File: src/design/half_step_stepper_speed_driver_assert.svh
// Assertion macros for the half-step stepper speed driver.
`ifndef HALF_STEP_STEPPER_SPEED_DRIVER_ASSERT_SVH
`define HALF_STEP_STEPPER_SPEED_DRIVER_ASSERT_SVH

// Same-cycle implication, checked outside reset.
`define HSSD_ASSERT_IMPLIES(label, clk, rst_n, ante, cons) \
    label: assert property (@(posedge clk) disable iff (!rst_n) (ante) |-> (cons)) \
        else $error("half-step driver check failed");

// Next-cycle implication, checked outside reset.
`define HSSD_ASSERT_NEXT(label, clk, rst_n, ante, cons) \
    label: assert property (@(posedge clk) disable iff (!rst_n) (ante) |=> (cons)) \
        else $error("half-step driver check failed");

`endif

File: src/design/hssd_pkg.sv
package hssd_pkg;

    localparam int TICK_W     = 27;
    localparam int RELOAD_W   = 16;
    localparam int RATE_W     = 16;
    localparam int DEAD_W     = 15;
    localparam int INTERVAL_W = 24;
    localparam int COIL_W     = 4;
    localparam int NEXT_W     = 16;
    localparam int DIR_W      = 2;
    localparam int PHASE_W    = 3;
    localparam int CFG_IDX_W  = 3;
    localparam int CFG_DATA_W = 27;

    localparam logic [CFG_IDX_W-1:0] CFG_TICK_RATE    = 3'd0;
    localparam logic [CFG_IDX_W-1:0] CFG_RELOAD       = 3'd1;
    localparam logic [CFG_IDX_W-1:0] CFG_MIN_RATE     = 3'd2;
    localparam logic [CFG_IDX_W-1:0] CFG_MAX_RATE     = 3'd3;
    localparam logic [CFG_IDX_W-1:0] CFG_DEAD_ZONE    = 3'd4;
    localparam logic [CFG_IDX_W-1:0] CFG_MIN_INTERVAL = 3'd5;
    localparam logic [CFG_IDX_W-1:0] CFG_MAX_INTERVAL = 3'd6;

    localparam logic [TICK_W-1:0]     RST_TICK_RATE    = 27'd1680000;
    localparam logic [RELOAD_W-1:0]   RST_RELOAD       = 16'd33601;
    localparam logic [RATE_W-1:0]     RST_MIN_RATE     = 16'd2;
    localparam logic [RATE_W-1:0]     RST_MAX_RATE     = 16'd500;
    localparam logic [DEAD_W-1:0]     RST_DEAD_ZONE    = 15'd16;
    localparam logic [INTERVAL_W-1:0] RST_MIN_INTERVAL = 24'd200;
    localparam logic [INTERVAL_W-1:0] RST_MAX_INTERVAL = 24'd1000000;

    localparam logic KIND_SPEED   = 1'b0;
    localparam logic KIND_COMPARE = 1'b1;

    localparam logic [DIR_W-1:0] DIR_STOP = 2'b00;
    localparam logic [DIR_W-1:0] DIR_FWD  = 2'b01;
    localparam logic [DIR_W-1:0] DIR_REV  = 2'b11;

    typedef struct packed {
        logic load_item;
        logic mul_step;
        logic div_start;
        logic commit;
    } t_dp_cmd;

    typedef struct packed {
        logic bypass;
        logic div_busy;
    } t_dp_sts;

    function automatic logic [COIL_W-1:0] coil_of(input logic [PHASE_W-1:0] phase);
        logic [COIL_W-1:0] pat;
        case (phase)
            3'd0:    pat = 4'h1;
            3'd1:    pat = 4'h3;
            3'd2:    pat = 4'h2;
            3'd3:    pat = 4'h6;
            3'd4:    pat = 4'h4;
            3'd5:    pat = 4'hC;
            3'd6:    pat = 4'h8;
            default: pat = 4'h9;
        endcase
        return pat;
    endfunction

endpackage

File: src/design/hssd_in_if.sv
interface hssd_in_if #(
    parameter int CMD_W = 16,
    parameter int CNT_W = 16
) ();
    logic                    valid;
    logic                    ready;
    logic                    kind;
    logic signed [CMD_W-1:0] speed_command;
    logic [CNT_W-1:0]        counter_value;

    modport source (output valid, output kind, output speed_command,
                    output counter_value, input ready);
    modport sink   (input valid, input kind, input speed_command,
                    input counter_value, output ready);
endinterface

File: src/design/hssd_out_if.sv
interface hssd_out_if
    import hssd_pkg::*;
();
    logic                    valid;
    logic                    ready;
    logic [COIL_W-1:0]       coil_pattern;
    logic [NEXT_W-1:0]       next_compare;
    logic signed [DIR_W-1:0] direction;
    logic [INTERVAL_W-1:0]   step_interval;

    modport source (output valid, output coil_pattern, output next_compare,
                    output direction, output step_interval, input ready);
    modport sink   (input valid, input coil_pattern, input next_compare,
                    input direction, input step_interval, output ready);
endinterface

File: src/design/half_step_stepper_speed_driver.sv
// Channel   Dir  Beat fields
// i_in      in   kind, speed_command, counter_value
// o_out     out  coil_pattern, next_compare, direction, step_interval
// i_cfg_*   in   write enable, register index, data (no handshake)
//
// One item at a time. A compare beat, or a speed beat outside the dead
// zone with a positive rate, passes through the bit-serial divider shared
// by the interval and the compare modulo. A dead-zone or non-positive-rate
// speed beat skips the divider. Input is taken again while a result beat
// still waits in the output register; a stalled output holds the next
// result in the write state. Reset is synchronous and loads the register
// defaults.
`include "half_step_stepper_speed_driver_assert.svh"

module half_step_stepper_speed_driver
    import hssd_pkg::*;
#(
    parameter int COUNTER_WIDTH     = 16,
    parameter int COMMAND_FRAC_BITS = 14
) (
    input  logic                  i_clk,
    input  logic                  i_rst_n,
    hssd_in_if.sink               i_in,
    hssd_out_if.source            o_out,
    input  logic                  i_cfg_we,
    input  logic [CFG_IDX_W-1:0]  i_cfg_idx,
    input  logic [CFG_DATA_W-1:0] i_cfg_data
);
    t_dp_cmd cmd;
    t_dp_sts sts;
    logic    in_ready;
    logic    out_valid;

    hssd_ctrl u_ctrl (
        .i_clk       (i_clk),
        .i_rst_n     (i_rst_n),
        .i_in_valid  (i_in.valid),
        .o_in_ready  (in_ready),
        .o_out_valid (out_valid),
        .i_out_ready (o_out.ready),
        .i_sts       (sts),
        .o_cmd       (cmd)
    );

    hssd_dp #(
        .COUNTER_WIDTH     (COUNTER_WIDTH),
        .COMMAND_FRAC_BITS (COMMAND_FRAC_BITS)
    ) u_dp (
        .i_clk           (i_clk),
        .i_rst_n         (i_rst_n),
        .i_cmd           (cmd),
        .o_sts           (sts),
        .i_cfg_we        (i_cfg_we),
        .i_cfg_idx       (i_cfg_idx),
        .i_cfg_data      (i_cfg_data),
        .i_kind          (i_in.kind),
        .i_speed_command (i_in.speed_command),
        .i_counter_value (i_in.counter_value),
        .o_coil_pattern  (o_out.coil_pattern),
        .o_next_compare  (o_out.next_compare),
        .o_direction     (o_out.direction),
        .o_step_interval (o_out.step_interval)
    );

    assign i_in.ready  = in_ready;
    assign o_out.valid = out_valid;

    `HSSD_ASSERT_IMPLIES(a_ready_not_dividing, i_clk, i_rst_n, in_ready, !sts.div_busy)
    `HSSD_ASSERT_IMPLIES(a_commit_slot_free, i_clk, i_rst_n, cmd.commit, (!out_valid || o_out.ready))
    `HSSD_ASSERT_IMPLIES(a_stopped_coils_off, i_clk, i_rst_n, (out_valid && (o_out.direction == DIR_STOP)), (o_out.coil_pattern == '0))
    `HSSD_ASSERT_NEXT(a_commit_shows_beat, i_clk, i_rst_n, cmd.commit, out_valid)
endmodule

File: src/design/hssd_div.sv
module hssd_div #(
    parameter int DVD_W = 41,
    parameter int DVS_W = 32
) (
    input  logic             i_clk,
    input  logic             i_rst_n,
    input  logic             i_start,
    input  logic [DVD_W-1:0] i_dividend,
    input  logic [DVS_W-1:0] i_divisor,
    output logic             o_busy,
    output logic [DVD_W-1:0] o_quotient,
    output logic [DVS_W-1:0] o_remainder
);
    localparam int CNT_W = $clog2(DVD_W);

    logic             r_busy;
    logic [CNT_W-1:0] r_cnt;
    logic [DVD_W-1:0] r_q;
    logic [DVS_W-1:0] r_rem;
    logic [DVS_W-1:0] r_dvs;

    logic [DVS_W:0]   trial;
    logic             ge;
    logic [DVS_W:0]   diff;

    // One quotient bit per cycle, restoring.
    assign trial = {r_rem, r_q[DVD_W-1]};
    assign ge    = trial >= {1'b0, r_dvs};
    assign diff  = trial - {1'b0, r_dvs};

    always_ff @(posedge i_clk) begin
        if (!i_rst_n) begin
            r_busy <= 1'b0;
            r_cnt  <= '0;
        end else if (i_start) begin
            r_busy <= 1'b1;
            r_cnt  <= '0;
        end else if (r_busy) begin
            r_cnt <= r_cnt + CNT_W'(1);
            if (r_cnt == CNT_W'(DVD_W - 1)) begin
                r_busy <= 1'b0;
            end
        end
    end

    always_ff @(posedge i_clk) begin
        if (i_start) begin
            r_q   <= i_dividend;
            r_rem <= '0;
            r_dvs <= i_divisor;
        end else if (r_busy) begin
            r_q   <= {r_q[DVD_W-2:0], ge};
            r_rem <= ge ? diff[DVS_W-1:0] : trial[DVS_W-1:0];
        end
    end

    assign o_busy      = r_busy;
    assign o_quotient  = r_q;
    assign o_remainder = r_rem;
endmodule

File: src/design/hssd_dp.sv
module hssd_dp
    import hssd_pkg::*;
#(
    parameter int COUNTER_WIDTH     = 16,
    parameter int COMMAND_FRAC_BITS = 14
) (
    input  logic                               i_clk,
    input  logic                               i_rst_n,
    input  t_dp_cmd                            i_cmd,
    output t_dp_sts                            o_sts,
    input  logic                               i_cfg_we,
    input  logic [CFG_IDX_W-1:0]               i_cfg_idx,
    input  logic [CFG_DATA_W-1:0]              i_cfg_data,
    input  logic                               i_kind,
    input  logic signed [COMMAND_FRAC_BITS+1:0] i_speed_command,
    input  logic [COUNTER_WIDTH-1:0]           i_counter_value,
    output logic [COIL_W-1:0]                  o_coil_pattern,
    output logic [NEXT_W-1:0]                  o_next_compare,
    output logic signed [DIR_W-1:0]            o_direction,
    output logic [INTERVAL_W-1:0]              o_step_interval
);
    localparam int F      = COMMAND_FRAC_BITS;
    localparam int CMD_W  = F + 2;
    localparam int CW     = COUNTER_WIDTH;
    localparam int MAG_CW = (CMD_W > DEAD_W) ? CMD_W : DEAD_W;
    localparam int PROD_W = RATE_W + 1 + CMD_W + 1;
    localparam int DVS_W  = F + 18;
    localparam int MOD_W  = RELOAD_W + 1;
    localparam int SUM_W  = ((CW > INTERVAL_W) ? CW : INTERVAL_W) + 1;
    localparam int TDV_W  = TICK_W + F;
    localparam int DVD_W  = (TDV_W > SUM_W) ? TDV_W : SUM_W;

    // configuration
    logic [TICK_W-1:0]     r_tick_rate;
    logic [RELOAD_W-1:0]   r_reload;
    logic [RATE_W-1:0]     r_min_rate;
    logic [RATE_W-1:0]     r_max_rate;
    logic [DEAD_W-1:0]     r_dead_zone;
    logic [INTERVAL_W-1:0] r_min_int;
    logic [INTERVAL_W-1:0] r_max_int;

    // motor state
    logic [PHASE_W-1:0]    r_phase;
    logic [DIR_W-1:0]      r_dir;
    logic [INTERVAL_W-1:0] r_interval;
    logic [COIL_W-1:0]     r_coil;

    // item and intermediates
    logic                     r_kind;
    logic signed [CMD_W-1:0]  r_cmd;
    logic [CW-1:0]            r_cnt;
    logic signed [PROD_W-1:0] r_prod;
    logic                     r_dead;

    // result
    logic [COIL_W-1:0]     r_out_coil;
    logic [NEXT_W-1:0]     r_out_next;
    logic [DIR_W-1:0]      r_out_dir;
    logic [INTERVAL_W-1:0] r_out_interval;

    logic [CMD_W-1:0]         mag;
    logic                     neg;
    logic                     dead_c;
    logic signed [RATE_W:0]   diff;
    logic signed [CMD_W:0]    mag_s;
    logic signed [PROD_W-1:0] prod_c;
    logic [PROD_W-1:0]        min_sh;
    logic signed [PROD_W-1:0] rate_c;
    logic                     rate_pos;
    logic [MOD_W-1:0]         modulus;
    logic [INTERVAL_W-1:0]    step;
    logic [SUM_W-1:0]         sum;
    logic [DVD_W-1:0]         div_dvd;
    logic [DVS_W-1:0]         div_dvs;
    logic                     div_busy;
    logic [DVD_W-1:0]         quot;
    logic [DVS_W-1:0]         rem;
    logic [DVD_W-1:0]         q_lo;
    logic [INTERVAL_W-1:0]    q_cl;

    logic [PHASE_W-1:0]    n_phase;
    logic [DIR_W-1:0]      n_dir;
    logic [INTERVAL_W-1:0] n_interval;
    logic [COIL_W-1:0]     n_coil;
    logic [NEXT_W-1:0]     n_next;

    always_ff @(posedge i_clk) begin
        if (!i_rst_n) begin
            r_tick_rate <= RST_TICK_RATE;
            r_reload    <= RST_RELOAD;
            r_min_rate  <= RST_MIN_RATE;
            r_max_rate  <= RST_MAX_RATE;
            r_dead_zone <= RST_DEAD_ZONE;
            r_min_int   <= RST_MIN_INTERVAL;
            r_max_int   <= RST_MAX_INTERVAL;
        end else if (i_cfg_we) begin
            unique case (i_cfg_idx)
                CFG_TICK_RATE:    r_tick_rate <= i_cfg_data[TICK_W-1:0];
                CFG_RELOAD:       r_reload    <= i_cfg_data[RELOAD_W-1:0];
                CFG_MIN_RATE:     r_min_rate  <= i_cfg_data[RATE_W-1:0];
                CFG_MAX_RATE:     r_max_rate  <= i_cfg_data[RATE_W-1:0];
                CFG_DEAD_ZONE:    r_dead_zone <= i_cfg_data[DEAD_W-1:0];
                CFG_MIN_INTERVAL: r_min_int   <= i_cfg_data[INTERVAL_W-1:0];
                CFG_MAX_INTERVAL: r_max_int   <= i_cfg_data[INTERVAL_W-1:0];
                default: ;
            endcase
        end
    end

    // Magnitude; the most negative command maps to 2^(CMD_W-1).
    assign neg    = r_cmd[CMD_W-1];
    assign mag    = neg ? ($unsigned(~r_cmd) + CMD_W'(1)) : $unsigned(r_cmd);
    assign dead_c = MAG_CW'(mag) <= MAG_CW'(r_dead_zone);
    assign diff   = $signed({1'b0, r_max_rate}) - $signed({1'b0, r_min_rate});
    assign mag_s  = $signed({1'b0, mag});
    assign prod_c = diff * mag_s;

    assign min_sh   = PROD_W'({r_min_rate, {F{1'b0}}});
    assign rate_c   = r_prod + $signed(min_sh);
    assign rate_pos = !rate_c[PROD_W-1] && (rate_c != '0);

    assign modulus = {1'b0, r_reload} + MOD_W'(1);
    assign step    = (r_interval != '0) ? r_interval : INTERVAL_W'(modulus[MOD_W-1:1]);
    assign sum     = SUM_W'(r_cnt) + SUM_W'(step);

    always_comb begin
        if (r_kind == KIND_SPEED) begin
            div_dvd = DVD_W'({r_tick_rate, {F{1'b0}}});
            div_dvs = rate_c[DVS_W-1:0];
        end else begin
            div_dvd = DVD_W'(sum);
            div_dvs = DVS_W'(modulus);
        end
    end

    hssd_div #(
        .DVD_W (DVD_W),
        .DVS_W (DVS_W)
    ) u_div (
        .i_clk       (i_clk),
        .i_rst_n     (i_rst_n),
        .i_start     (i_cmd.div_start),
        .i_dividend  (div_dvd),
        .i_divisor   (div_dvs),
        .o_busy      (div_busy),
        .o_quotient  (quot),
        .o_remainder (rem)
    );

    // Lower limit first, upper limit last.
    assign q_lo = (quot < DVD_W'(r_min_int)) ? DVD_W'(r_min_int) : quot;
    assign q_cl = (q_lo > DVD_W'(r_max_int)) ? r_max_int : q_lo[INTERVAL_W-1:0];

    always_comb begin
        n_phase    = r_phase;
        n_dir      = r_dir;
        n_interval = r_interval;
        n_coil     = r_coil;
        n_next     = '0;
        if (r_kind == KIND_SPEED) begin
            if (r_dead) begin
                n_dir  = DIR_STOP;
                n_coil = '0;
            end else begin
                n_dir      = neg ? DIR_REV : DIR_FWD;
                n_interval = rate_pos ? q_cl : r_max_int;
            end
        end else begin
            n_next = rem[NEXT_W-1:0];
            if (r_dir != DIR_STOP) begin
                n_phase = r_phase + {r_dir[DIR_W-1], r_dir};
                n_coil  = coil_of(n_phase);
            end
        end
    end

    always_ff @(posedge i_clk) begin
        if (!i_rst_n) begin
            r_phase    <= '0;
            r_dir      <= DIR_STOP;
            r_interval <= '0;
            r_coil     <= '0;
        end else if (i_cmd.commit) begin
            r_phase    <= n_phase;
            r_dir      <= n_dir;
            r_interval <= n_interval;
            r_coil     <= n_coil;
        end
    end

    always_ff @(posedge i_clk) begin
        if (i_cmd.load_item) begin
            r_kind <= i_kind;
            r_cmd  <= i_speed_command;
            r_cnt  <= i_counter_value;
        end
        if (i_cmd.mul_step) begin
            r_prod <= prod_c;
            r_dead <= dead_c;
        end
        if (i_cmd.commit) begin
            r_out_coil     <= n_coil;
            r_out_next     <= n_next;
            r_out_dir      <= n_dir;
            r_out_interval <= n_interval;
        end
    end

    assign o_sts.bypass   = (r_kind == KIND_SPEED) && (r_dead || !rate_pos);
    assign o_sts.div_busy = div_busy;

    assign o_coil_pattern  = r_out_coil;
    assign o_next_compare  = r_out_next;
    assign o_direction     = $signed(r_out_dir);
    assign o_step_interval = r_out_interval;
endmodule

File: src/design/hssd_ctrl.sv
module hssd_ctrl
    import hssd_pkg::*;
(
    input  logic    i_clk,
    input  logic    i_rst_n,
    input  logic    i_in_valid,
    output logic    o_in_ready,
    output logic    o_out_valid,
    input  logic    i_out_ready,
    input  t_dp_sts i_sts,
    output t_dp_cmd o_cmd
);
    typedef enum logic [2:0] {
        S_IDLE,
        S_MUL,
        S_LOAD,
        S_DIV,
        S_WRITE
    } t_state;

    t_state r_state;
    logic   r_out_valid;
    logic   slot_free;

    assign slot_free = !r_out_valid || i_out_ready;

    always_comb begin
        o_cmd.load_item = (r_state == S_IDLE) && i_in_valid;
        o_cmd.mul_step  = (r_state == S_MUL);
        o_cmd.div_start = (r_state == S_LOAD) && !i_sts.bypass;
        o_cmd.commit    = (r_state == S_WRITE) && slot_free;
    end

    always_ff @(posedge i_clk) begin
        if (!i_rst_n) begin
            r_state     <= S_IDLE;
            r_out_valid <= 1'b0;
        end else begin
            if (o_cmd.commit) begin
                r_out_valid <= 1'b1;
            end else if (i_out_ready) begin
                r_out_valid <= 1'b0;
            end
            unique case (r_state)
                S_IDLE: begin
                    if (i_in_valid) begin
                        r_state <= S_MUL;
                    end
                end
                S_MUL: begin
                    r_state <= S_LOAD;
                end
                S_LOAD: begin
                    r_state <= i_sts.bypass ? S_WRITE : S_DIV;
                end
                S_DIV: begin
                    if (!i_sts.div_busy) begin
                        r_state <= S_WRITE;
                    end
                end
                S_WRITE: begin
                    // hold until the previous beat has left
                    if (slot_free) begin
                        r_state <= S_IDLE;
                    end
                end
                default: r_state <= S_IDLE;
            endcase
        end
    end

    assign o_in_ready  = (r_state == S_IDLE);
    assign o_out_valid = r_out_valid;
endmodule
File: src/flat_wrapper.sv
// flat-port wrapper written by rule: the top's interface ports become plain ports
module half_step_stepper_speed_driver_flat import hssd_pkg::*;
#(
    parameter int COUNTER_WIDTH     = 16,
    parameter int COMMAND_FRAC_BITS = 14
)
  (i_clk, i_rst_n, i_cfg_we, i_cfg_idx, i_cfg_data, i_in_valid, i_in_kind, i_in_speed_command, i_in_counter_value, i_in_ready, o_out_valid, o_out_coil_pattern, o_out_next_compare, o_out_direction, o_out_step_interval, o_out_ready);
  hssd_in_if i_in_i ();
  hssd_out_if o_out_i ();
  input  logic i_clk;
  input  logic i_rst_n;
  input  logic i_cfg_we;
  input  logic [CFG_IDX_W-1:0] i_cfg_idx;
  input  logic [CFG_DATA_W-1:0] i_cfg_data;
  input wire logic [$bits(i_in_i.valid)-1:0] i_in_valid;
  input wire logic [$bits(i_in_i.kind)-1:0] i_in_kind;
  input wire logic [$bits(i_in_i.speed_command)-1:0] i_in_speed_command;
  input wire logic [$bits(i_in_i.counter_value)-1:0] i_in_counter_value;
  output wire logic [$bits(i_in_i.ready)-1:0] i_in_ready;
  output wire logic [$bits(o_out_i.valid)-1:0] o_out_valid;
  output wire logic [$bits(o_out_i.coil_pattern)-1:0] o_out_coil_pattern;
  output wire logic [$bits(o_out_i.next_compare)-1:0] o_out_next_compare;
  output wire logic [$bits(o_out_i.direction)-1:0] o_out_direction;
  output wire logic [$bits(o_out_i.step_interval)-1:0] o_out_step_interval;
  input wire logic [$bits(o_out_i.ready)-1:0] o_out_ready;
  assign i_in_i.valid = i_in_valid;
  assign i_in_i.kind = i_in_kind;
  assign i_in_i.speed_command = i_in_speed_command;
  assign i_in_i.counter_value = i_in_counter_value;
  assign i_in_ready = i_in_i.ready;
  assign o_out_valid = o_out_i.valid;
  assign o_out_coil_pattern = o_out_i.coil_pattern;
  assign o_out_next_compare = o_out_i.next_compare;
  assign o_out_direction = o_out_i.direction;
  assign o_out_step_interval = o_out_i.step_interval;
  assign o_out_i.ready = o_out_ready;
  half_step_stepper_speed_driver #(.COUNTER_WIDTH(COUNTER_WIDTH), .COMMAND_FRAC_BITS(COMMAND_FRAC_BITS)) u_core (.i_clk(i_clk), .i_rst_n(i_rst_n), .i_in(i_in_i), .o_out(o_out_i), .i_cfg_we(i_cfg_we), .i_cfg_idx(i_cfg_idx), .i_cfg_data(i_cfg_data));
endmodule
File: config.mk
export PLATFORM = sky130hd
export DESIGN_NAME = half_step_stepper_speed_driver_flat
export DESIGN_NICKNAME = d
export VERILOG_FILES = /design/src/design/hssd_pkg.sv /design/src/design/hssd_in_if.sv /design/src/design/hssd_out_if.sv /design/src/design/half_step_stepper_speed_driver.sv /design/src/design/hssd_div.sv /design/src/design/hssd_dp.sv /design/src/design/hssd_ctrl.sv /design/src/flat_wrapper.sv
export VERILOG_INCLUDE_DIRS = /design/src /design/src/design
export SDC_FILE = /design/constraint.sdc
export NUM_CORES = 2
export LEC_CHECK = 0
export ABC_CLOCK_PERIOD_IN_PS = 11930
export BUFFER_PORTS_ARGS = -buffer_cell sky130_fd_sc_hd__buf_2
export CORE_UTILIZATION = 40
export CTS_CLUSTER_SIZE = 14
export DETAILED_ROUTE_END_ITERATION = 7
export MAX_ROUTING_LAYER = met4
export PLACE_DENSITY = 0.55
export SKIP_CTS_REPAIR_TIMING = 1
export SLEW_MARGIN = 20
export SYNTH_ARGS = -nofsm -noshare
export SYNTH_HDL_FRONTEND = slang
export SYNTH_HIERARCHICAL = 1
export SYNTH_SLANG_ARGS = --single-unit
File: constraint.sdc
create_clock -name i_clk -period 11.93 [get_ports i_clk]
set_input_delay 1.193 -clock i_clk [delete_from_list [all_inputs] [get_ports i_clk]]
set_output_delay 1.193 -clock i_clk [all_outputs]
set_load 0.1 [all_outputs]
# Word-level counts from Yosys, hierarchy flattened
# Index checks and enable logic that the tools add are counted.
# op_classes
bitwise_logic	3
eq_ne	20
n_addsub	8
mul	1
muxes	29
n_lt_le_gt_ge	4
reduce_logical	29
# ops
cell	n
41-bit two-way mux	4
24-bit two-way mux	5
41-bit by 24-bit greater-than comparator with 1-bit output	1
41-bit by 24-bit less-than comparator with 1-bit output	1
34-bit by 31-bit adder with 34-bit output	1
17-bit by 17-bit multiplier with 34-bit output	1
34-bit nonzero test	1
33-bit by 32-bit >= comparator with 1-bit output	1
32-bit two-way mux	1
32-bit subtractor	1
4-bit case mux with 7 select lines	1
16-bit by 24-bit adder with 25-bit output	1
24-bit nonzero test	1
3-bit equality test, second input constant	7
3-bit by 2-bit equality test with 1-bit output, second input constant	6
16-bit by 1-bit adder with 17-bit output, second input constant	1
17-bit two-way mux	1
16-bit by 16-bit subtractor with 17-bit output	1
16-bit by 1-bit adder with 16-bit output, second input constant	1
16-bit by 15-bit less-or-equal comparator with 1-bit output	1
16-bit two-way mux	1
16-bit inverter	1
3-bit case mux with 5 select lines	1
2-bit AND reduction	7
other kinds (17)	46
# totals
regBits	401
inputBits	68

# Logic depth before layout (Yosys ltp)
# depth
word_depth	9
mapped_depth	35
depth_no_buf	35

# Modules after synthesis
# Netlist, hierarchy kept.
# modules_own_cells
mod	cells_each	instances	area_per_inst_um2
hssd_dp	3063	1	26949.6
hssd_div	641	1	6573.8
hssd_ctrl	34	1	282.8

# Worst setup path after synthesis
# OpenSTA, ideal clock, no wires.
# synth_timing
path_type	reg2reg
startpoint	register u_core.u_dp.r_min_rate[1]
endpoint	register u_core.u_dp.r_prod[32], data pin
setup_time_ns	0.265
t_arrival_ns	8.394
n_path_buf	0
slack_ns	3.271
required_ns	11.665
stages_incl_launch_ff	33
cell_sequence	dfxtp_1 inv_1 ha_1 nor2b_1 o21ai_0 a21boi_1 o21ai_0 a21oi_1 a211oi_1 nor3_1 or2_2 a211oi_1 nand2_1 fa_1 fa_1 fa_1 inv_1 fa_1 fa_1 inv_1 fa_1 inv_1 ha_1 a21o_1 a21oi_1 o21ai_0 or4_1 a31oi_1 o31ai_1 a31oi_1 o21ai_0 nor4b_1 or3_1
# synth_between
elab_chain_len	2
# synth_lines
element	line_no	source
start: declaration	hssd_dp.sv:36	logic [RATE_W-1:0] r_min_rate;
start signal: assignment	hssd_dp.sv:100	CFG_MIN_RATE: r_min_rate <= i_cfg_data[RATE_W-1:0];
16-bit by 16-bit subtractor with 17-bit output	hssd_dp.sv:114	assign diff = $signed({1'b0, r_max_rate}) - $signed({1'b0, r_min_rate});
17-bit by 17-bit multiplier with 34-bit output	hssd_dp.sv:116	assign prod_c = diff * mag_s;
via u_core.u_dp.prod_c[32]	hssd_dp.sv:66	logic signed [PROD_W-1:0] prod_c;
end signal: assignment	hssd_dp.sv:198	r_prod <= prod_c;
end: declaration	hssd_dp.sv:52	logic signed [PROD_W-1:0] r_prod;
# The timed path passes the listed nets, and every way through them passes these cells.
# A chain may end at the register's enable or synchronous reset.

# Worst setup path after layout
# Same ends and word-level chain as after synthesis.

==> results.toml <==
[clock_tree]
clock_latency_ns = 0.61
cts_sinks = 401
htree_levels = 2
clkTransAtPathRegs_ns = 0.06
cts_buffer_depth = 3
cts_made_buffers = 47
cts_root_buf = "clkbuf_16"
cts_tree = "built"

[critical_path]
required_ns = 12.28
critPathSlowestCell = "a211oi_2"
reg2reg_depth = 32
regToRegSetupSlack_ns = 2.12
startpoint_type = "flip-flop"
cpPeakStageDelay_ns = 0.76
r2r-end = "u_core/u_dp/r_prod[32]"
crit_path_frequent_cell = "fa_1"
crit_path_max_fanout = 10
crit_path_end_kind = "flip-flop"
arrival_ns = 10.16
crit_type = "flip-flop to flip-flop"
reg2reg_from = "u_core/u_dp/r_min_rate[1]"

[global_route]
grt_pass1_wl_mm = 153
grt_util_all_layers_pct = 23.9
grt_max_degree = 79
grt_pass1_vias = 25600
grt.overflow.total = 0
antenna_found_initial = 2

[floorplan]
dieArea_um2 = 85700
start_util_pct = 40.4
die_x_um = 293
die_y_um = 293
core-area_um2 = 83700
core.rowCount = 106
ios = 116

[min_path]
hp-class = "flip-flop to flip-flop"
whs_path_depth = 2
holdPathEnd = "u_core/u_dp/r_tick_rate[13]"
hp-start = "u_core/u_dp/r_tick_rate[13]"

[yosys]
async_flop_share_pct = 0
yosysSeqAreaShare_pct = 29.3
synth_top_family_by_area = "adder cells"
netlist_top_cells_area = "fa_1 17%, edfxtp_1 17%, dfxtp_1 13%"
synth-xor-area-share_pct = 3.58
synth_edf_count = 187
synth_cell_types = 91
yosysWarnings = 6
synth-seq-cells = 401
synth_area_um2 = 33800
synth_nets = 4324
synth-adder-area-share_pct = 25.5
netlist_instances = 3738
yosys.area_share.simple_pct = 17.0
avgSynthCellArea_um2 = 9.04
synth_top_area_share_pct = 16.8
synth_mux_area_share_pct = 2.58
synth_compound_area_share_pct = 14.1
synth_ff_type = "dfxtp_1"
synth_top_area_cell = "fa_1"

[route]
via_per_inst = 5.30
finalWirelength_mm = 99.5
initialDrtViolationCount = 1842
drtPass1Iterations = 5
ant_nets = 0
wire_per_inst_um = 20.1
route.detailed.drc = 0
num_vias = 26300

[layout]
postLayoutCoreUtil_pct = 44.3
layout.cells.non_filler = 4961
final_cell_mix = "536 x nand2_1, 536 x inv_1, 286 x nor2_1"
synthToLayoutAreaGrowth_pct = 9.62
nets = 4371
drive_gt1_share_pct = 9.31

[sta]
slew_violations = 0
hold_viol = 0
setup_violations = 0
rsz0062_at_grt = "no"
worstMarginPinSlew_ns = 1.22
period_minus_slack_ns = 9.81
whs_ns = 0.461
fin_crit_sh_pct = 82.2
clock_skew_ns = 0.0356
fmax_ghz = 0.102
setup_tns_ns = 0
slew_headroom_pct = 17.9

[placement]
port_buffers = 115
gp_congestion = 0.934
dpl.hpwl_mm = 76.5
post-place-cells = 4870

[flow_run]
drv_cap = 0

[outcome]
outcome = "complete, no violations"
## kinds of logic (layout without fill, tap and decap cells)
group                    after synthesis  count (layout)
flip-flops                           401             401
other                                  0               3
XOR/XNOR                             138             138
AO/OA/AOI/OAI                        652             652
adder cells (fa/ha/maj)              518             518
buffers and inverters                697             783
multiplexers                          81              81
AND/OR/NAND/NOR                     1251            1251
## synth_stat cells (all sizes together) (76+ instances only)
library cell and n:
clkbuf 124, inv 536, edfxtp 187, nand3 76, nor2 290, ha 234, xnor2 79, o21ai 89
nand4 76, a21boi 123, dfxtp 214, a21oi 114, nand2 537, fa 284
## routing by layer
layer / vias to the layer above / GRT usage (%) / share of wire [%]
met3: 166 / 2.75 / 4.7
met1: 12800 / 31.9 / 45
li1: 12700 / - / -
met2: 696 / 37.6 / 47
met5: - / - / 0
met4: 0 / 8.08 / 3.4
## sequential cells by signal (all words and copies together) (netlist names), 4 cells and up
register                       cells
u_core/u_dp/u_div/r_cnt            6
u_core/u_dp/r_interval            24
u_core/u_dp/r_cmd                 16
u_core/u_dp/r_reload              16
u_core/u_dp/r_max_rate            16
u_core/u_dp/r_min_int             24
u_core/u_dp/u_div/o_remainder     32
u_core/u_dp/o_coil_pattern         4
u_core/u_dp/r_max_int             24
u_core/u_dp/r_min_rate            16
u_core/u_dp/r_coil                 4
u_core/u_dp/r_prod                34
u_core/u_dp/r_cnt                 16
u_core/u_dp/r_dead_zone           15
u_core/u_dp/u_div/o_quotient      41
u_core/u_dp/o_next_compare        16
u_core/u_dp/o_step_interval       24
u_core/u_dp/u_div/r_dvs           32
u_core/u_dp/r_tick_rate           27
## how the worst max path moves through the flow
stage / startpoint / endpoint / slack, ns / cells past startpoint
final: u_core/u_dp/r_min_rate[1] / u_core/u_dp/r_prod[32] / 2.12 / 32
after global routing: u_core/u_dp/r_max_rate[0] / u_core/u_dp/r_prod[32] / 1.42 / 33
after CTS: u_core/u_dp/r_min_rate[1] / u_core/u_dp/r_prod[32] / 2.17 / 32
after detailed placement: u_core/u_dp/r_min_rate[1] / u_core/u_dp/r_prod[32] / 2.24 / 32
after global placement: u_core/u_dp/r_min_rate[1] / u_core/u_dp/r_prod[32] / 2.40 / 32
after floorplan: u_core/u_dp/r_min_rate[1] / u_core/u_dp/r_prod[32] / 3.27 / 32
## critical path: cells and delay by family (launching register included)
family / cells / cell delay, ns
AOI/OAI and AO/OA: 13 / 3.38
adders and majority gates: 8 / 3.73
buffers and inverters: 4 / 0.25
DFF: 1 / 0.39
and+or+nand+nor: 7 / 1.79
## cell type report
| class | count | area, um2 |
|---|---|---|
| multi-input combinational | 2640 | 21300 |
| tap | 1134 | 1420 |
| antenna | 3 | 7.51 |
| clock buffer | 61 | 1300 |
| inverter | 540 | 2030 |
| timing repair buffer | 155 | 878 |
| sequential | 401 | 9900 |
| clock inverter | 27 | 179 |
| fill | 8275 | 46600 |
## metrics by stage
step	setup WS, ns	area, um2
4_1_cts	2.17	37000
2_1_floorplan	3.27	33800
3_5_place_dp	2.24	35600
5_1_grt	1.42	37100
6_report	2.12	37100
3_3_place_gp	2.40	35500
Power is left out: the tool's default activity adds up to more than one toggle a clock period on the data nets, which glitch-free logic cannot reach.
